--- src/design/tte_pkg.sv ---
`timescale 1ns / 1ps
`default_nettype none

package tte_pkg;

    // input command codes
    localparam logic CMD_PACKET = 1'b0;
    localparam logic CMD_TICK   = 1'b1;

    // opcode values in the second opcode byte
    localparam logic [7:0] OPC_RRQ   = 8'd1;
    localparam logic [7:0] OPC_WRQ   = 8'd2;
    localparam logic [7:0] OPC_DATA  = 8'd3;
    localparam logic [7:0] OPC_ACK   = 8'd4;
    localparam logic [7:0] OPC_ERROR = 8'd5;

    // send_kind codes
    localparam logic [1:0] SEND_NONE  = 2'd0;
    localparam logic [1:0] SEND_ACK   = 2'd1;
    localparam logic [1:0] SEND_DATA  = 2'd2;
    localparam logic [1:0] SEND_ERROR = 2'd3;

    // write_finished codes
    localparam logic [1:0] WF_NONE     = 2'd0;
    localparam logic [1:0] WF_EXACT    = 2'd1;
    localparam logic [1:0] WF_MISMATCH = 2'd2;

    // session_end codes
    localparam logic [1:0] END_NONE       = 2'd0;
    localparam logic [1:0] END_READ_DONE  = 2'd1;
    localparam logic [1:0] END_PEER_ERROR = 2'd2;
    localparam logic [1:0] END_RETRIES    = 2'd3;

    localparam int QUEUE_DEPTH = 4;
    localparam int QPTR_W      = $clog2(QUEUE_DEPTH);

    typedef enum logic [2:0] {
        OP_NONE,
        OP_ERROR,
        OP_TICK,
        OP_RRQ,
        OP_WRQ,
        OP_DATA,
        OP_ACK,
        OP_PEER_ERR
    } op_t;

    typedef enum logic [1:0] {
        LS_IDLE,
        LS_ACK,
        LS_DATA
    } last_t;

    // classified word handed from front to back
    typedef struct packed {
        op_t         op;
        logic [15:0] block;
        logic [15:0] file_len;
        logic        short_pkt;
        logic        header_only;
    } cmd_t;

    typedef struct packed {
        logic [1:0]  send_kind;
        logic [15:0] send_block;
        logic [9:0]  send_data_len;
        logic        store_block;
        logic        page_full;
        logic        enter_transfer;
        logic [1:0]  write_finished;
        logic [1:0]  session_end;
    } result_t;

endpackage

`default_nettype wire

--- src/design/tte_in_if.sv ---
`timescale 1ns / 1ps
`default_nettype none

interface tte_in_if;
    logic        valid;
    logic        ready;
    logic        cmd;
    logic        socket_match;
    logic        in_standby;
    logic        in_transfer_mode;
    logic [7:0]  opcode_high;
    logic [7:0]  opcode_low;
    logic [15:0] block_number;
    logic [15:0] packet_length;
    logic [15:0] file_length;

    modport source (
        output valid, cmd, socket_match, in_standby, in_transfer_mode,
               opcode_high, opcode_low, block_number, packet_length, file_length,
        input  ready
    );

    modport sink (
        input  valid, cmd, socket_match, in_standby, in_transfer_mode,
               opcode_high, opcode_low, block_number, packet_length, file_length,
        output ready
    );
endinterface

`default_nettype wire

--- src/design/tte_out_if.sv ---
`timescale 1ns / 1ps
`default_nettype none

interface tte_out_if;
    logic        valid;
    logic        ready;
    logic [1:0]  send_kind;
    logic [15:0] send_block;
    logic [9:0]  send_data_len;
    logic        store_block;
    logic        page_full;
    logic        enter_transfer;
    logic [1:0]  write_finished;
    logic [1:0]  session_end;

    modport source (
        output valid, send_kind, send_block, send_data_len, store_block, page_full,
               enter_transfer, write_finished, session_end,
        input  ready
    );

    modport sink (
        input  valid, send_kind, send_block, send_data_len, store_block, page_full,
               enter_transfer, write_finished, session_end,
        output ready
    );
endinterface

`default_nettype wire

--- src/design/tftp_transfer_engine.sv ---
// TFTP transfer engine: serves one read or write transfer at a time.
// Channel hdr (sink): one word per received packet header or timer tick
//   (cmd, socket, mode bits, opcode bytes, block number, lengths).
// Channel action (source): one word per input word saying what to send
//   (nothing, ACK, DATA with payload length, ERROR), plus store, page,
//   transfer-entry, write-done and session-end flags.
// Both channels move a word on a clock edge with valid and ready high.
// The front classifies each header and pushes it into a 4-entry queue;
// the back pops one word a cycle while the output register is free or
// being drained, updates the transfer state and loads the output
// register. An accepted word is written into its queue slot and is then
// popped from there into the output register.
// When action stalls the output register holds its word, the back stops
// popping and the queue fills; hdr.ready drops once four words wait.
// Reset (rst_n low, asynchronous) empties the queue and output and
// clears block number, byte counts, retry and tick counters.
`timescale 1ns / 1ps
`default_nettype none

module tftp_transfer_engine #(
    parameter int BLOCK_BYTES = 512,
    parameter int MAX_RETRIES = 4
) (
    input  logic      clk,
    input  logic      rst_n,
    tte_in_if.sink    hdr,
    tte_out_if.source action
);
    import tte_pkg::*;

    logic full;
    logic empty;
    logic push;
    logic pop;
    cmd_t push_cmd;
    cmd_t head;

    tte_front #(
        .BLOCK_BYTES (BLOCK_BYTES)
    ) u_front (
        .hdr  (hdr),
        .full (full),
        .push (push),
        .cmd  (push_cmd)
    );

    tte_queue u_queue (
        .clk      (clk),
        .rst_n    (rst_n),
        .push     (push),
        .push_cmd (push_cmd),
        .pop      (pop),
        .full     (full),
        .empty    (empty),
        .head     (head)
    );

    tte_exec #(
        .BLOCK_BYTES (BLOCK_BYTES),
        .MAX_RETRIES (MAX_RETRIES)
    ) u_exec (
        .clk    (clk),
        .rst_n  (rst_n),
        .empty  (empty),
        .cmd    (head),
        .pop    (pop),
        .action (action)
    );

endmodule

`default_nettype wire

--- src/design/tte_front.sv ---
`timescale 1ns / 1ps
`default_nettype none

module tte_front #(
    parameter int BLOCK_BYTES = 512
) (
    tte_in_if.sink        hdr,
    input  logic          full,
    output logic          push,
    output tte_pkg::cmd_t cmd
);
    import tte_pkg::*;

    localparam logic [16:0] SHORT_LIMIT = 17'(BLOCK_BYTES) + 17'd4;

    assign hdr.ready = !full;
    assign push      = hdr.valid && !full;

    always_comb
    begin
        cmd.block       = hdr.block_number;
        cmd.file_len    = hdr.file_length;
        cmd.short_pkt   = {1'b0, hdr.packet_length} < SHORT_LIMIT;
        cmd.header_only = hdr.packet_length == 16'd4;
        cmd.op          = OP_NONE;
        priority if (hdr.cmd == CMD_TICK)
        begin
            // ticks count only while a transfer is running
            cmd.op = hdr.in_transfer_mode ? OP_TICK : OP_NONE;
        end
        else if ((!hdr.in_standby && !hdr.in_transfer_mode) || !hdr.socket_match)
        begin
            cmd.op = OP_NONE;
        end
        else if (hdr.opcode_high != 8'd0)
        begin
            cmd.op = OP_ERROR;
        end
        else
        begin
            unique case (hdr.opcode_low)
                OPC_RRQ:   cmd.op = OP_RRQ;
                OPC_WRQ:   cmd.op = OP_WRQ;
                OPC_DATA:  cmd.op = OP_DATA;
                OPC_ACK:   cmd.op = OP_ACK;
                OPC_ERROR: cmd.op = OP_PEER_ERR;
                default:   cmd.op = OP_ERROR;
            endcase
        end
    end

endmodule

`default_nettype wire

--- src/design/tte_queue.sv ---
`timescale 1ns / 1ps
`default_nettype none

module tte_queue (
    input  logic          clk,
    input  logic          rst_n,
    input  logic          push,
    input  tte_pkg::cmd_t push_cmd,
    input  logic          pop,
    output logic          full,
    output logic          empty,
    output tte_pkg::cmd_t head
);
    import tte_pkg::*;

    localparam logic [QPTR_W:0] DEPTH_CNT = (QPTR_W + 1)'(QUEUE_DEPTH);

    cmd_t              slot_reg [QUEUE_DEPTH];
    logic [QPTR_W-1:0] wr_ptr_reg, wr_ptr_next;
    logic [QPTR_W-1:0] rd_ptr_reg, rd_ptr_next;
    logic [QPTR_W:0]   count_reg, count_next;

    assign full  = count_reg == DEPTH_CNT;
    assign empty = count_reg == '0;
    assign head  = slot_reg[rd_ptr_reg];

    always_comb
    begin
        wr_ptr_next = push ? wr_ptr_reg + 1'b1 : wr_ptr_reg;
        rd_ptr_next = pop ? rd_ptr_reg + 1'b1 : rd_ptr_reg;
        count_next  = count_reg;
        if (push && !pop)
        begin
            count_next = count_reg + 1'b1;
        end
        else if (pop && !push)
        begin
            count_next = count_reg - 1'b1;
        end
    end

    always_ff @(posedge clk or negedge rst_n)
    begin
        if (!rst_n)
        begin
            wr_ptr_reg <= '0;
            rd_ptr_reg <= '0;
            count_reg  <= '0;
        end
        else
        begin
            wr_ptr_reg <= wr_ptr_next;
            rd_ptr_reg <= rd_ptr_next;
            count_reg  <= count_next;
        end
    end

    always_ff @(posedge clk)
    begin
        if (push)
        begin
            slot_reg[wr_ptr_reg] <= push_cmd;
        end
    end

    a_count_bound: assert property (@(posedge clk) disable iff (!rst_n)
        count_reg <= DEPTH_CNT)
        else $error("queue occupancy beyond depth");

    a_pop_nonempty: assert property (@(posedge clk) disable iff (!rst_n)
        pop |-> !empty)
        else $error("queue popped while empty");

    a_push_grows: assert property (@(posedge clk) disable iff (!rst_n)
        (push && !pop) |=> count_reg == $past(count_reg) + 1'b1)
        else $error("queue occupancy did not grow on push");

endmodule

`default_nettype wire

--- src/design/tte_exec.sv ---
`timescale 1ns / 1ps
`default_nettype none

module tte_exec #(
    parameter int BLOCK_BYTES = 512,
    parameter int MAX_RETRIES = 4
) (
    input  logic          clk,
    input  logic          rst_n,
    input  logic          empty,
    input  tte_pkg::cmd_t cmd,
    output logic          pop,
    tte_out_if.source     action
);
    import tte_pkg::*;

    localparam logic [15:0] BLK16       = 16'(BLOCK_BYTES);
    localparam logic [2:0]  RETRY_LIMIT = 3'(MAX_RETRIES);

    logic [15:0] expected_block_reg, expected_block_next;
    logic [15:0] byte_count_reg, byte_count_next;
    logic [15:0] file_size_reg, file_size_next;
    logic        read_complete_reg, read_complete_next;
    last_t       last_sent_reg, last_sent_next;
    logic [3:0]  tick_count_reg, tick_count_next;
    logic [2:0]  retry_count_reg, retry_count_next;
    logic        out_valid_reg, out_valid_next;
    result_t     result_reg;
    result_t     res;

    logic [3:0]  tick_inc;
    logic [7:0]  wait_ticks;
    logic        timeout;
    logic [2:0]  retry_inc;
    logic [15:0] exp_inc;
    logic [15:0] bc_sum;
    logic [15:0] bc_dec;
    logic        rc_dec;
    logic        block_hit;

    function automatic logic full_left(input logic [15:0] bc, input logic rc);
        return (bc == 16'd0 && !rc) || bc >= BLK16;
    endfunction

    function automatic logic [9:0] data_len(input logic [15:0] bc, input logic rc);
        logic [15:0] len;
        len = full_left(bc, rc) ? BLK16 : bc;
        return len[9:0];
    endfunction

    // take the next word whenever the output register is free or being drained
    assign pop = !empty && (!out_valid_reg || action.ready);

    assign tick_inc   = (tick_count_reg != 4'hF) ? tick_count_reg + 4'd1 : tick_count_reg;
    assign wait_ticks = 8'd1 << retry_count_reg;
    assign timeout    = ({4'd0, tick_inc} > wait_ticks) || tick_inc == 4'hF;
    assign retry_inc  = retry_count_reg + 3'd1;
    assign exp_inc    = expected_block_reg + 16'd1;
    assign bc_sum     = byte_count_reg + BLK16;
    assign bc_dec     = byte_count_reg - BLK16;
    assign rc_dec     = read_complete_reg || (bc_dec < BLK16);
    assign block_hit  = expected_block_reg == cmd.block;

    always_comb
    begin
        expected_block_next = expected_block_reg;
        byte_count_next     = byte_count_reg;
        file_size_next      = file_size_reg;
        read_complete_next  = read_complete_reg;
        last_sent_next      = last_sent_reg;
        tick_count_next     = tick_count_reg;
        retry_count_next    = retry_count_reg;
        res                 = '0;

        unique case (cmd.op)
            OP_NONE:
            begin
            end
            OP_ERROR:
            begin
                res.send_kind = SEND_ERROR;
            end
            OP_TICK:
            begin
                if (timeout)
                begin
                    tick_count_next = 4'd0;
                    if (retry_inc >= RETRY_LIMIT)
                    begin
                        res.session_end     = END_RETRIES;
                        expected_block_next = 16'd0;
                        retry_count_next    = 3'd0;
                        last_sent_next      = LS_IDLE;
                    end
                    else
                    begin
                        retry_count_next = retry_inc;
                        if (last_sent_reg == LS_ACK)
                        begin
                            // resend the last ACK
                            res.send_kind  = SEND_ACK;
                            res.send_block = expected_block_reg - 16'd1;
                        end
                        else if (last_sent_reg == LS_DATA)
                        begin
                            res.send_kind     = SEND_DATA;
                            res.send_block    = expected_block_reg;
                            res.send_data_len = data_len(byte_count_reg, read_complete_reg);
                        end
                    end
                end
                else
                begin
                    tick_count_next = tick_inc;
                end
            end
            OP_DATA:
            begin
                if (block_hit)
                begin
                    expected_block_next = exp_inc;
                    retry_count_next    = 3'd0;
                    if (cmd.short_pkt)
                    begin
                        res.write_finished = (byte_count_reg == file_size_reg
                                              && cmd.header_only) ? WF_EXACT : WF_MISMATCH;
                        res.send_kind      = SEND_ACK;
                        res.send_block     = cmd.block;
                        tick_count_next    = 4'd0;
                        last_sent_next     = LS_ACK;
                    end
                    else
                    begin
                        res.store_block = 1'b1;
                        byte_count_next = bc_sum;
                        res.page_full   = bc_sum == file_size_reg;
                        // a wrap of the block number to zero is not acknowledged
                        if (cmd.block <= exp_inc)
                        begin
                            res.send_kind   = SEND_ACK;
                            res.send_block  = cmd.block;
                            tick_count_next = 4'd0;
                            last_sent_next  = LS_ACK;
                        end
                    end
                end
                else if (cmd.block <= expected_block_reg)
                begin
                    res.send_kind   = SEND_ACK;
                    res.send_block  = cmd.block;
                    tick_count_next = 4'd0;
                    last_sent_next  = LS_ACK;
                end
            end
            OP_ACK:
            begin
                if (block_hit)
                begin
                    if (full_left(byte_count_reg, read_complete_reg))
                    begin
                        byte_count_next     = bc_dec;
                        read_complete_next  = rc_dec;
                        expected_block_next = exp_inc;
                        retry_count_next    = 3'd0;
                        res.send_kind       = SEND_DATA;
                        res.send_block      = exp_inc;
                        res.send_data_len   = data_len(bc_dec, rc_dec);
                        tick_count_next     = 4'd0;
                        last_sent_next      = LS_DATA;
                    end
                    else
                    begin
                        res.session_end     = END_READ_DONE;
                        expected_block_next = 16'd0;
                        tick_count_next     = 4'd0;
                        retry_count_next    = 3'd0;
                        last_sent_next      = LS_IDLE;
                    end
                end
            end
            OP_RRQ:
            begin
                res.enter_transfer  = 1'b1;
                byte_count_next     = cmd.file_len;
                expected_block_next = 16'd1;
                read_complete_next  = 1'b0;
                retry_count_next    = 3'd0;
                res.send_kind       = SEND_DATA;
                res.send_block      = 16'd1;
                res.send_data_len   = data_len(cmd.file_len, 1'b0);
                tick_count_next     = 4'd0;
                last_sent_next      = LS_DATA;
            end
            OP_WRQ:
            begin
                res.enter_transfer  = 1'b1;
                expected_block_next = 16'd1;
                retry_count_next    = 3'd0;
                byte_count_next     = 16'd0;
                file_size_next      = cmd.file_len;
                res.send_kind       = SEND_ACK;
                res.send_block      = 16'd0;
                tick_count_next     = 4'd0;
                last_sent_next      = LS_ACK;
            end
            OP_PEER_ERR:
            begin
                res.session_end     = END_PEER_ERROR;
                expected_block_next = 16'd0;
                tick_count_next     = 4'd0;
                retry_count_next    = 3'd0;
                last_sent_next      = LS_IDLE;
            end
            default:
            begin
            end
        endcase
    end

    always_comb
    begin
        if (pop)
        begin
            out_valid_next = 1'b1;
        end
        else if (action.ready)
        begin
            out_valid_next = 1'b0;
        end
        else
        begin
            out_valid_next = out_valid_reg;
        end
    end

    always_ff @(posedge clk or negedge rst_n)
    begin
        if (!rst_n)
        begin
            expected_block_reg <= 16'd0;
            byte_count_reg     <= 16'd0;
            file_size_reg      <= 16'd0;
            read_complete_reg  <= 1'b0;
            last_sent_reg      <= LS_IDLE;
            tick_count_reg     <= 4'd0;
            retry_count_reg    <= 3'd0;
            out_valid_reg      <= 1'b0;
        end
        else
        begin
            out_valid_reg <= out_valid_next;
            if (pop)
            begin
                expected_block_reg <= expected_block_next;
                byte_count_reg     <= byte_count_next;
                file_size_reg      <= file_size_next;
                read_complete_reg  <= read_complete_next;
                last_sent_reg      <= last_sent_next;
                tick_count_reg     <= tick_count_next;
                retry_count_reg    <= retry_count_next;
            end
        end
    end

    always_ff @(posedge clk)
    begin
        if (pop)
        begin
            result_reg <= res;
        end
    end

    assign action.valid          = out_valid_reg;
    assign action.send_kind      = result_reg.send_kind;
    assign action.send_block     = result_reg.send_block;
    assign action.send_data_len  = result_reg.send_data_len;
    assign action.store_block    = result_reg.store_block;
    assign action.page_full      = result_reg.page_full;
    assign action.enter_transfer = result_reg.enter_transfer;
    assign action.write_finished = result_reg.write_finished;
    assign action.session_end    = result_reg.session_end;

    a_retry_below_limit: assert property (@(posedge clk) disable iff (!rst_n)
        retry_count_reg < RETRY_LIMIT)
        else $error("retry count reached the abandon limit");

    a_end_clears: assert property (@(posedge clk) disable iff (!rst_n)
        (pop && res.session_end != END_NONE)
        |=> (expected_block_reg == 16'd0 && last_sent_reg == LS_IDLE
             && retry_count_reg == 3'd0))
        else $error("session end left transfer state behind");

    a_no_overwrite: assert property (@(posedge clk) disable iff (!rst_n)
        (out_valid_reg && !action.ready) |-> !pop)
        else $error("held result overwritten");

endmodule

`default_nettype wire
--- src/flat_wrapper.sv ---
// flat-port wrapper written by rule: the top's interface ports become plain ports
module tftp_transfer_engine_flat import tte_pkg::*;
#(
    parameter int BLOCK_BYTES = 512,
    parameter int MAX_RETRIES = 4
)
  (clk, rst_n, hdr_valid, hdr_cmd, hdr_socket_match, hdr_in_standby, hdr_in_transfer_mode, hdr_opcode_high, hdr_opcode_low, hdr_block_number, hdr_packet_length, hdr_file_length, hdr_ready, action_valid, action_send_kind, action_send_block, action_send_data_len, action_store_block, action_page_full, action_enter_transfer, action_write_finished, action_session_end, action_ready);
  tte_in_if hdr_i ();
  tte_out_if action_i ();
  input  logic clk;
  input  logic rst_n;
  input wire logic [$bits(hdr_i.valid)-1:0] hdr_valid;
  input wire logic [$bits(hdr_i.cmd)-1:0] hdr_cmd;
  input wire logic [$bits(hdr_i.socket_match)-1:0] hdr_socket_match;
  input wire logic [$bits(hdr_i.in_standby)-1:0] hdr_in_standby;
  input wire logic [$bits(hdr_i.in_transfer_mode)-1:0] hdr_in_transfer_mode;
  input wire logic [$bits(hdr_i.opcode_high)-1:0] hdr_opcode_high;
  input wire logic [$bits(hdr_i.opcode_low)-1:0] hdr_opcode_low;
  input wire logic [$bits(hdr_i.block_number)-1:0] hdr_block_number;
  input wire logic [$bits(hdr_i.packet_length)-1:0] hdr_packet_length;
  input wire logic [$bits(hdr_i.file_length)-1:0] hdr_file_length;
  output wire logic [$bits(hdr_i.ready)-1:0] hdr_ready;
  output wire logic [$bits(action_i.valid)-1:0] action_valid;
  output wire logic [$bits(action_i.send_kind)-1:0] action_send_kind;
  output wire logic [$bits(action_i.send_block)-1:0] action_send_block;
  output wire logic [$bits(action_i.send_data_len)-1:0] action_send_data_len;
  output wire logic [$bits(action_i.store_block)-1:0] action_store_block;
  output wire logic [$bits(action_i.page_full)-1:0] action_page_full;
  output wire logic [$bits(action_i.enter_transfer)-1:0] action_enter_transfer;
  output wire logic [$bits(action_i.write_finished)-1:0] action_write_finished;
  output wire logic [$bits(action_i.session_end)-1:0] action_session_end;
  input wire logic [$bits(action_i.ready)-1:0] action_ready;
  assign hdr_i.valid = hdr_valid;
  assign hdr_i.cmd = hdr_cmd;
  assign hdr_i.socket_match = hdr_socket_match;
  assign hdr_i.in_standby = hdr_in_standby;
  assign hdr_i.in_transfer_mode = hdr_in_transfer_mode;
  assign hdr_i.opcode_high = hdr_opcode_high;
  assign hdr_i.opcode_low = hdr_opcode_low;
  assign hdr_i.block_number = hdr_block_number;
  assign hdr_i.packet_length = hdr_packet_length;
  assign hdr_i.file_length = hdr_file_length;
  assign hdr_ready = hdr_i.ready;
  assign action_valid = action_i.valid;
  assign action_send_kind = action_i.send_kind;
  assign action_send_block = action_i.send_block;
  assign action_send_data_len = action_i.send_data_len;
  assign action_store_block = action_i.store_block;
  assign action_page_full = action_i.page_full;
  assign action_enter_transfer = action_i.enter_transfer;
  assign action_write_finished = action_i.write_finished;
  assign action_session_end = action_i.session_end;
  assign action_i.ready = action_ready;
  tftp_transfer_engine #(.BLOCK_BYTES(BLOCK_BYTES), .MAX_RETRIES(MAX_RETRIES)) u_core (.clk(clk), .rst_n(rst_n), .hdr(hdr_i), .action(action_i));
endmodule
--- config.mk ---
export PLATFORM = sky130hd
export DESIGN_NAME = tftp_transfer_engine_flat
export DESIGN_NICKNAME = d
export VERILOG_FILES = /design/src/design/tte_pkg.sv /design/src/design/tte_in_if.sv /design/src/design/tte_out_if.sv /design/src/design/tftp_transfer_engine.sv /design/src/design/tte_front.sv /design/src/design/tte_queue.sv /design/src/design/tte_exec.sv /design/src/flat_wrapper.sv
export SDC_FILE = /design/constraint.sdc
export NUM_CORES = 1
export LEC_CHECK = 0
export CAP_MARGIN = 15
export CORE_MARGIN = 5
export CORE_UTILIZATION = 56
export CTS_CLUSTER_SIZE = 16
export DETAILED_ROUTE_END_ITERATION = 16
export DONT_BUFFER_PORTS = 1
export PLACE_DENSITY = 0.71
export SLEW_MARGIN = 0
export SYNTH_ARGS = -nofsm -noshare
export SYNTH_HDL_FRONTEND = slang
export SYNTH_SLANG_ARGS = --single-unit
--- constraint.sdc ---
create_clock -name clk -period 6 [get_ports clk]
set_clock_uncertainty 0.15 [all_clocks]
set_input_delay 0.3 -clock clk [delete_from_list [all_inputs] [get_ports clk]]
set_output_delay 0.3 -clock clk [all_outputs]
set_load 0.05 [all_outputs]
==> results by group, run 1 <==
Synthesis
  – Post-synth design cell area: 12200 sq um
  – Synth top area share: 45.0%
  – Synthesized netlist cell count: 934
  – Largest area contributor in the netlist: edfxtp_1
  – Synthesized flop and latch total: around 250
  – Synth top cells by count: edfxtp_1, nand2_1, nor2_1
  – Post-synth EDFFs: 183
  – Seq/Total Area, Yosys: 58.5%
  – Syn Area/Cell: 13.1 sq um
  – Synth warn: 0
  – Post-synthesis net count: 1060
  – Primary FF master, synth: edfxtp_1
  – Number of distinct library cells after synthesis: 70
  – Most common cell in the netlist: edfxtp_1
  – Ranking of synthesized cells by area: edfxtp_1, dfrtp_1, mux4_2, ha_1, xnor2_1
  – FFs w/ async S/R, synth: roughly a quarter

STA
  – Slew @ Worst Pin: 0.975 ns
  – Final-report max-slew violation count: 0
  – Fmax: between 200 and 250 MHz
  – RSZ-0062 raised after global routing: false
  – Worst hold slack: 0.0847 ns
  – Fin crit period: 4.58 ns
  – Relative slew margins: 35.0%
  – Final period util: 76.3%
  – Setup Viol. Count Final: 0
  – Setup TNS: 0 ns
  – Final Hold Vio Count: 0

Finish
  – Area Overhead vs Synth: 13.6%
  – Nets: between 1k and 1.5k
  – Largest register FFs: 148
  – Share of cells above drive strength 1: 12.2%
  – Number of fill cells: 1616
  – Final Core Density: 64.2%

Power
  – Peak supply drop: 0.314 mV
  – Leak pwr: roughly 5.1 nW
  – Power per Cell Area: about 520 nW/um^2
  – Total power draw: about 7.3 mW

Clock tree
  – Clock buffer depth: 3
  – # clock sinks: 249
  – Worst-Skew Late Latency: ~0.53 ns
  – CTS tree: built
  – Total CTS buffers: 26
  – Post-CTS Resized: 0
  – Clock slew at reported path FFs: 0.07 ns
  – H-tree levels: 1
  – Post CTS Setup Buffer Count: 0
  – Root buf cell: clkbuf_16

GRT
  – Met2 Use GR: 32.7%
  – GRT Max-Usage Layer: met1
  – First-pass GRT wire length: 43200 um
  – GRT overflow: 0
  – Initial antenna violation count: 1
  – Largest net degree at the start of global routing: 67
  – Met3 global-route usage: 4.07%
  – Vias in the first global route: 7699
  – Total GRT Usage: 22.0%
  – Met1 GRT Util: 34.4%

Floorplanning
  – Top-Level Pins: roughly 110
  – Num rows: 54
  – Chip height: 158 um
  – Core area: 21600 sq um
  – Starting Density: a little under three fifths
  – Full die area: 24900 sq um
  – Die span in x: roughly 160 um

Detailed routing
  – Routed length per placed instance: 21.0 um
  – Routed Antenna Nets: 0
  – Starting DRT DRC Count: approximately 750
  – Residual DRC: 0
  – Vias post-DR: 7943
  – Pre-Repair DR Iteration Count: 5
  – Final wirelength: about 27000 um
  – DR vias/cell: 6.18

Critical path
  – Max FO, Critical Path: 17
  – Type of origin of the critical path: flop
  – Worst Path Arrival: 4.82 ns
  – CP Class: reg -> reg
  – CP Capture Type: flop
  – Worst Path Required: ~6.2 ns

Placed design
  – Gpl congestion: roughly 0.93
  – Dpl hpwl: between 15000 and 20000 um
  – PortBufs: 0

Run
  – Max cap viols: 0

Status
  – Status: complete, no violations

Worst hold path
  – Min-delay worst type: in -> reg
[timing repair]
| item | CTS | global route |
|---|---|---|
| setup endpoints to repair | 0 | 0 |
| hold buffers | 48 | 0 |
| endpoints found under the hold margin | 217 | 0 |
[layout make-up]
type / count / area (sq um) / share of cell area, %
flip-flops and latches: 249 / 7150 / 51.5
multi-input cells: 614 / 4780 / 34.4
clock buffers: 29 / 662 / 4.77
repair buffers: 54 / 543 / 3.91
well taps: 280 / 350 / 2.52
clock inverters: 19 / 245 / 1.77
inverters: 39 / 146 / 1.06
diodes: 1 / 2.50 / 0.0180
[per-layer routing]
layer	part of all wire (%)	wire length (um)
met5	0	0
met4	1.7	464
met3	7.0	1900
met2	45	12000
met1	47	12600
[path summary, 6_finish.rpt]
check / from / to / slack, ns / cells past startpoint
max in group asynchronous: rst_n / u_core.u_exec.expected_block_reg[10] / 5.17 / 2
min: hdr_opcode_low[0] / u_core.u_queue.slot_reg[3][34] / 0.08 / 2
min reg2reg: u_core.u_queue.count_reg[2] / u_core.u_queue.count_reg[2] / 0.34 / 1
min in group asynchronous: rst_n / u_core.u_queue.count_reg[0] / 0.23 / 2
max: u_core.u_exec.expected_block_reg[0] / u_core.u_exec.action.send_block[13] / 1.42 / 13
max reg2reg: u_core.u_exec.expected_block_reg[0] / u_core.u_exec.action.send_block[13] / 1.42 / 13
[layout by cell type, fill, tap and decap left out, drive strengths merged, types with 18 or more instances in the layout]
cell	count
clkbuf	29
ha	53
nand2	81
nand3	32
dfrtp	66
mux4	37
a21oi	33
o21ai	31
nor2	67
dlygate4sd3	47
nor3	19
inv	38
edfxtp	183
mux2	18
xnor2	39
[where the power goes]
part / switching [mW] / total [mW] / internal [mW]
logic: 1.60 / 2.66 / 1.06
registers: 0.577 / 2.93 / 2.35
clock network: 0.662 / 1.68 / 1.02
total: 2.84 / 7.27 / 4.43
[critical path, cell delays in order (launching register included)]
cell,delay [ns]
dfrtp_1,0.51
ha_1,0.31
nand3_1,0.17
nor2_1,0.45
and3_1,0.33
nand3_1,0.12
xnor2_1,0.34
ha_1,0.33
a21o_1,0.16
a21oi_1,0.18
o41ai_2,0.10
a21oi_1,0.27
o31a_1,0.71
a221o_1,0.29
[cells by family (layout without fill, tap and decap cells)]
group,Yosys count,count (layout),share of synthesized area (%)
other,0,1,0
AND/OR/NAND/NOR,281,281,11.2
adder cells (fa/ha/maj),54,54,5.59
flip-flops,249,249,58.5
XOR/XNOR,53,53,3.86
multiplexers,59,59,8.81
AO/OA/AOI/OAI,167,167,9.62
buffers and inverters,71,141,2.42
[per-stage QoR]
step / instances / setup slack, ns / instance area (sq um)
global route: 1285 / 1.16 / 13900
floorplan: 934 / 1.42 / 12200
global placement: 1188 / 1.51 / 12500
finish: 1285 / 1.42 / 13900
detailed placement: 1188 / 1.53 / 12500
CTS: 1284 / 1.50 / 13900
No activity file was read; power rests on OpenSTA's default activity.
==> run 2: changes to the inputs <==
==> constraint.sdc (replaced) <==
create_clock -name clk -period 4.7 [get_ports clk]
set_clock_uncertainty 0.15 [all_clocks]
set_input_delay 0.235 -clock clk [delete_from_list [all_inputs] [get_ports clk]]
set_output_delay 0.235 -clock clk [all_outputs]
set_load 0.05 [all_outputs]
==> run 2 against run 1 <==
Against the previous run: non-clock buffer count increased by 15; register-to-register slack worse by 1.0 ns; global-route usage decreased by 0.10 points; flip-flop and latch count is the same; power increased by 27%; critical endpoint is now u_core.u_exec.action.send_block[9]; clock power up 18%; die area stayed put; maximum frequency grew 6.8%; critical path type unchanged.
==> results by group, run 2 (synthesis results as in run 1) <==
Status
  – Status: complete, no violations (unchanged)

Placed design
  – Gpl congestion: 0.977 (was 0.934)
  – # placed instances: 1199 (was 1188)
  – PortBufs: 0 (unchanged)
  – Area after DPL: 12600 sq um (was 12500 sq um)
  – Dpl hpwl: 18200 um (was 18300 um)

Finish
  – Largest register FFs: 148 (unchanged)
  – Fin area: 13900 sq um (about the same)
  – Commonest cells after routing, fill and taps aside: edfxtp_1, nand2_1, nor2_1, dfrtp_1, ha_1 (unchanged)
  – Commonest non-fill, non-tap cell in the layout: edfxtp_1 (unchanged)
  – Share of cells above drive strength 1: 12.4% (was 12.2%)
  – Finished Layout Cells: 1299 (was 1285)
  – Diodes inserted: 0 (was 1)
  – Area Overhead vs Synth: 14.1% (was 13.6%)
  – Nets: 1125 (was 1110)

Floorplanning
  – Starting Density: 56.5% (unchanged)
  – Full die area: 24900 sq um (unchanged)
  – Core area: 21600 sq um (unchanged)
  – Die span in x: 158 um (unchanged)
  – Chip height: 158 um (unchanged)
  – Top-Level Pins: 109 (unchanged)
  – Num rows: 54 (unchanged)

Detailed routing
  – Final wirelength: 26900 um (was 27000 um)
  – Residual DRC: 0 (unchanged)
  – Routed length per placed instance: 20.7 um (was 21.0 um)
  – DR vias/cell: 6.08 (was 6.18)
  – Vias post-DR: 7892 (was 7943)
  – Pre-Repair DR Iteration Count: 5 (unchanged)
  – Starting DRT DRC Count: 588 (was 745)
  – Routed Antenna Nets: 0 (unchanged)

Clock tree
  – Root buf cell: clkbuf_16 (unchanged)
  – Worst-Skew Late Latency: 0.53 ns (about the same)
  – Clock buffer depth: 3 (unchanged)
  – # clock sinks: 249 (unchanged)
  – CTS tree: built (unchanged)
  – CTS Hold Bufs: 52 (was 48)
  – Clock slew at reported path FFs: 0.06 ns (was 0.07 ns)
  – H-tree levels: 1 (unchanged)
  – Post-CTS Resized: 0 (unchanged)
  – Post CTS Setup Buffer Count: 0 (unchanged)
  – Total CTS buffers: 26 (unchanged)

GRT
  – Total GRT Usage: 21.9% (was 22.0%)
  – First-pass GRT wire length: 43300 um (was 43200 um)
  – Vias in the first global route: 7939 (was 7699)
  – GRT overflow: 0 (unchanged)
  – Initial antenna violation count: 0 (was 1)
  – Largest net degree at the start of global routing: 67 (unchanged)

Power
  – Sequential share of power: 39.9% (was 40.3%)
  – Power per Cell Area: 661 nW/um^2 (was 524 nW/um^2)
  – Total power draw: 9.22 mW (was 7.27 mW)
  – Comb pwr share: 38.5% (was 36.6%)
  – Sw frac: 39.2% (was 39.1%)
  – Leak pwr: 5.14 nW (was 5.11 nW)
  – Clock Power Share: 21.6% (was 23.1%)
  – Peak supply drop: 0.466 mV (was 0.314 mV)
  – Net Sw Power: 3.61 mW (was 2.84 mW)
  – Cell Int Power: 5.61 mW (was 4.43 mW)

Worst hold path
  – Hold path start: hdr_packet_length[3] (was hdr_opcode_low[0])
  – Min-delay worst type: in -> reg (unchanged)
  – Hold Path Stages: 4 (was 2)
  – WHS Endpoint: u_core.u_queue.slot_reg[2][1] (was u_core.u_queue.slot_reg[3][34])

Critical path
  – Reg-to-reg critical path endpoint: u_core.u_exec.action.send_block[9] (was u_core.u_exec.action.send_block[13])
  – Type of origin of the critical path: flop (unchanged)
  – Register-to-register setup slack: 0.41 ns (was 1.42 ns)
  – CP Class: reg -> reg (unchanged)
  – Max FO, Critical Path: 17 (unchanged)
  – CP Capture Type: flop (unchanged)
  – Reg-to-reg startpoint: u_core.u_exec.expected_block_reg[0] (unchanged)
  – Setup crit start: u_core.u_exec.expected_block_reg[0] (unchanged)
  – Worst Path Required: 4.81 ns (was 6.24 ns)
  – R2R depth: 13 (unchanged)
  – Worst Path Arrival: 4.39 ns (was 4.82 ns)

Run
  – Max cap viols: 0 (unchanged)

STA
  – Final period util: 91.2% (was 76.3%)
  – Fin crit period: 4.29 ns (was 4.58 ns)
  – Setup TNS: 0 ns (unchanged)
  – Setup Viol. Count Final: 0 (unchanged)
  – Relative slew margins: 36.2% (was 35.0%)
  – Fmax: 233 MHz (was 218 MHz)
  – RSZ-0062 raised after global routing: false (unchanged)
  – Final-report max-slew violation count: 0 (unchanged)
  – Slew @ Worst Pin: 0.958 ns (was 0.975 ns)
  – Final Hold Vio Count: 0 (unchanged)
## run 2: worst max-delay path by stage
stage          slack [ns]                                   to  depth (start not counted)
6_report             0.41   u_core.u_exec.action.send_block[9]                         13
3_5_place_dp         0.50   u_core.u_exec.action.send_block[9]                         13
5_1_grt              0.19   u_core.u_exec.action.send_block[9]                         13
3_3_place_gp         0.61  u_core.u_exec.action.send_block[10]                         13
2_1_floorplan        0.12  u_core.u_exec.action.send_block[13]                         13
4_1_cts              0.46   u_core.u_exec.action.send_block[9]                         13
## run 2: final cells by class
| cell class | instances | area (sq um) |
|---|---|---|
| flip-flops and latches | 249 | 7150 |
| well taps | 280 | 350 |
| clock inverters | 13 | 116 |
| inverters | 39 | 146 |
| clock buffers | 35 | 716 |
| multi-input cells | 614 | 4780 |
| repair buffers | 69 | 678 |
| fillers | 1617 | 7690 |
## run 2: through the flow
stage	hold WS (ns)	util (%)	setup WS, ns
finish	0.0289	64.4	0.413
global route	0.0662	64.4	0.192
CTS	0.00532	64.4	0.462
detailed placement	-0.207	58.1	0.500
global placement	-0.207	58.1	0.614
floorplan	-0.211	-	0.120
## run 2: worst max-delay path, stage by stage, from the launching register on
cell and delay (ns):
dfrtp_1 0.50, ha_1 0.30, nand3_1 0.19, nor2_1 0.40
and3_1 0.32, nand3_1 0.12, xnor2_1 0.19, ha_1 0.34
nand4_1 0.15, o41ai_2 0.33, a21oi_1 0.13, o31a_1 0.32
buf_4 0.21, a221o_1 0.37
## run 2: per-layer routing
metal	track usage (%)	share of wire, %	up-vias
met4	4.63	1.7	0
met1	33.2	47	3874
met5	0	0	-
met3	3.88	6.6	32
met2	33.9	45	272
li1	-	-	3714
## run 2: power groups by stage
stage                     combinational (mW)  sequential, mW  clock (mW)
after detailed placement                3.47            3.72           0
after global routing                    3.91            3.74        2.13
after global placement                  3.41            3.69           0
final                                   3.55            3.67        1.99
after floorplan                         2.61            3.59           0
after CTS                               3.54            3.68        2.03
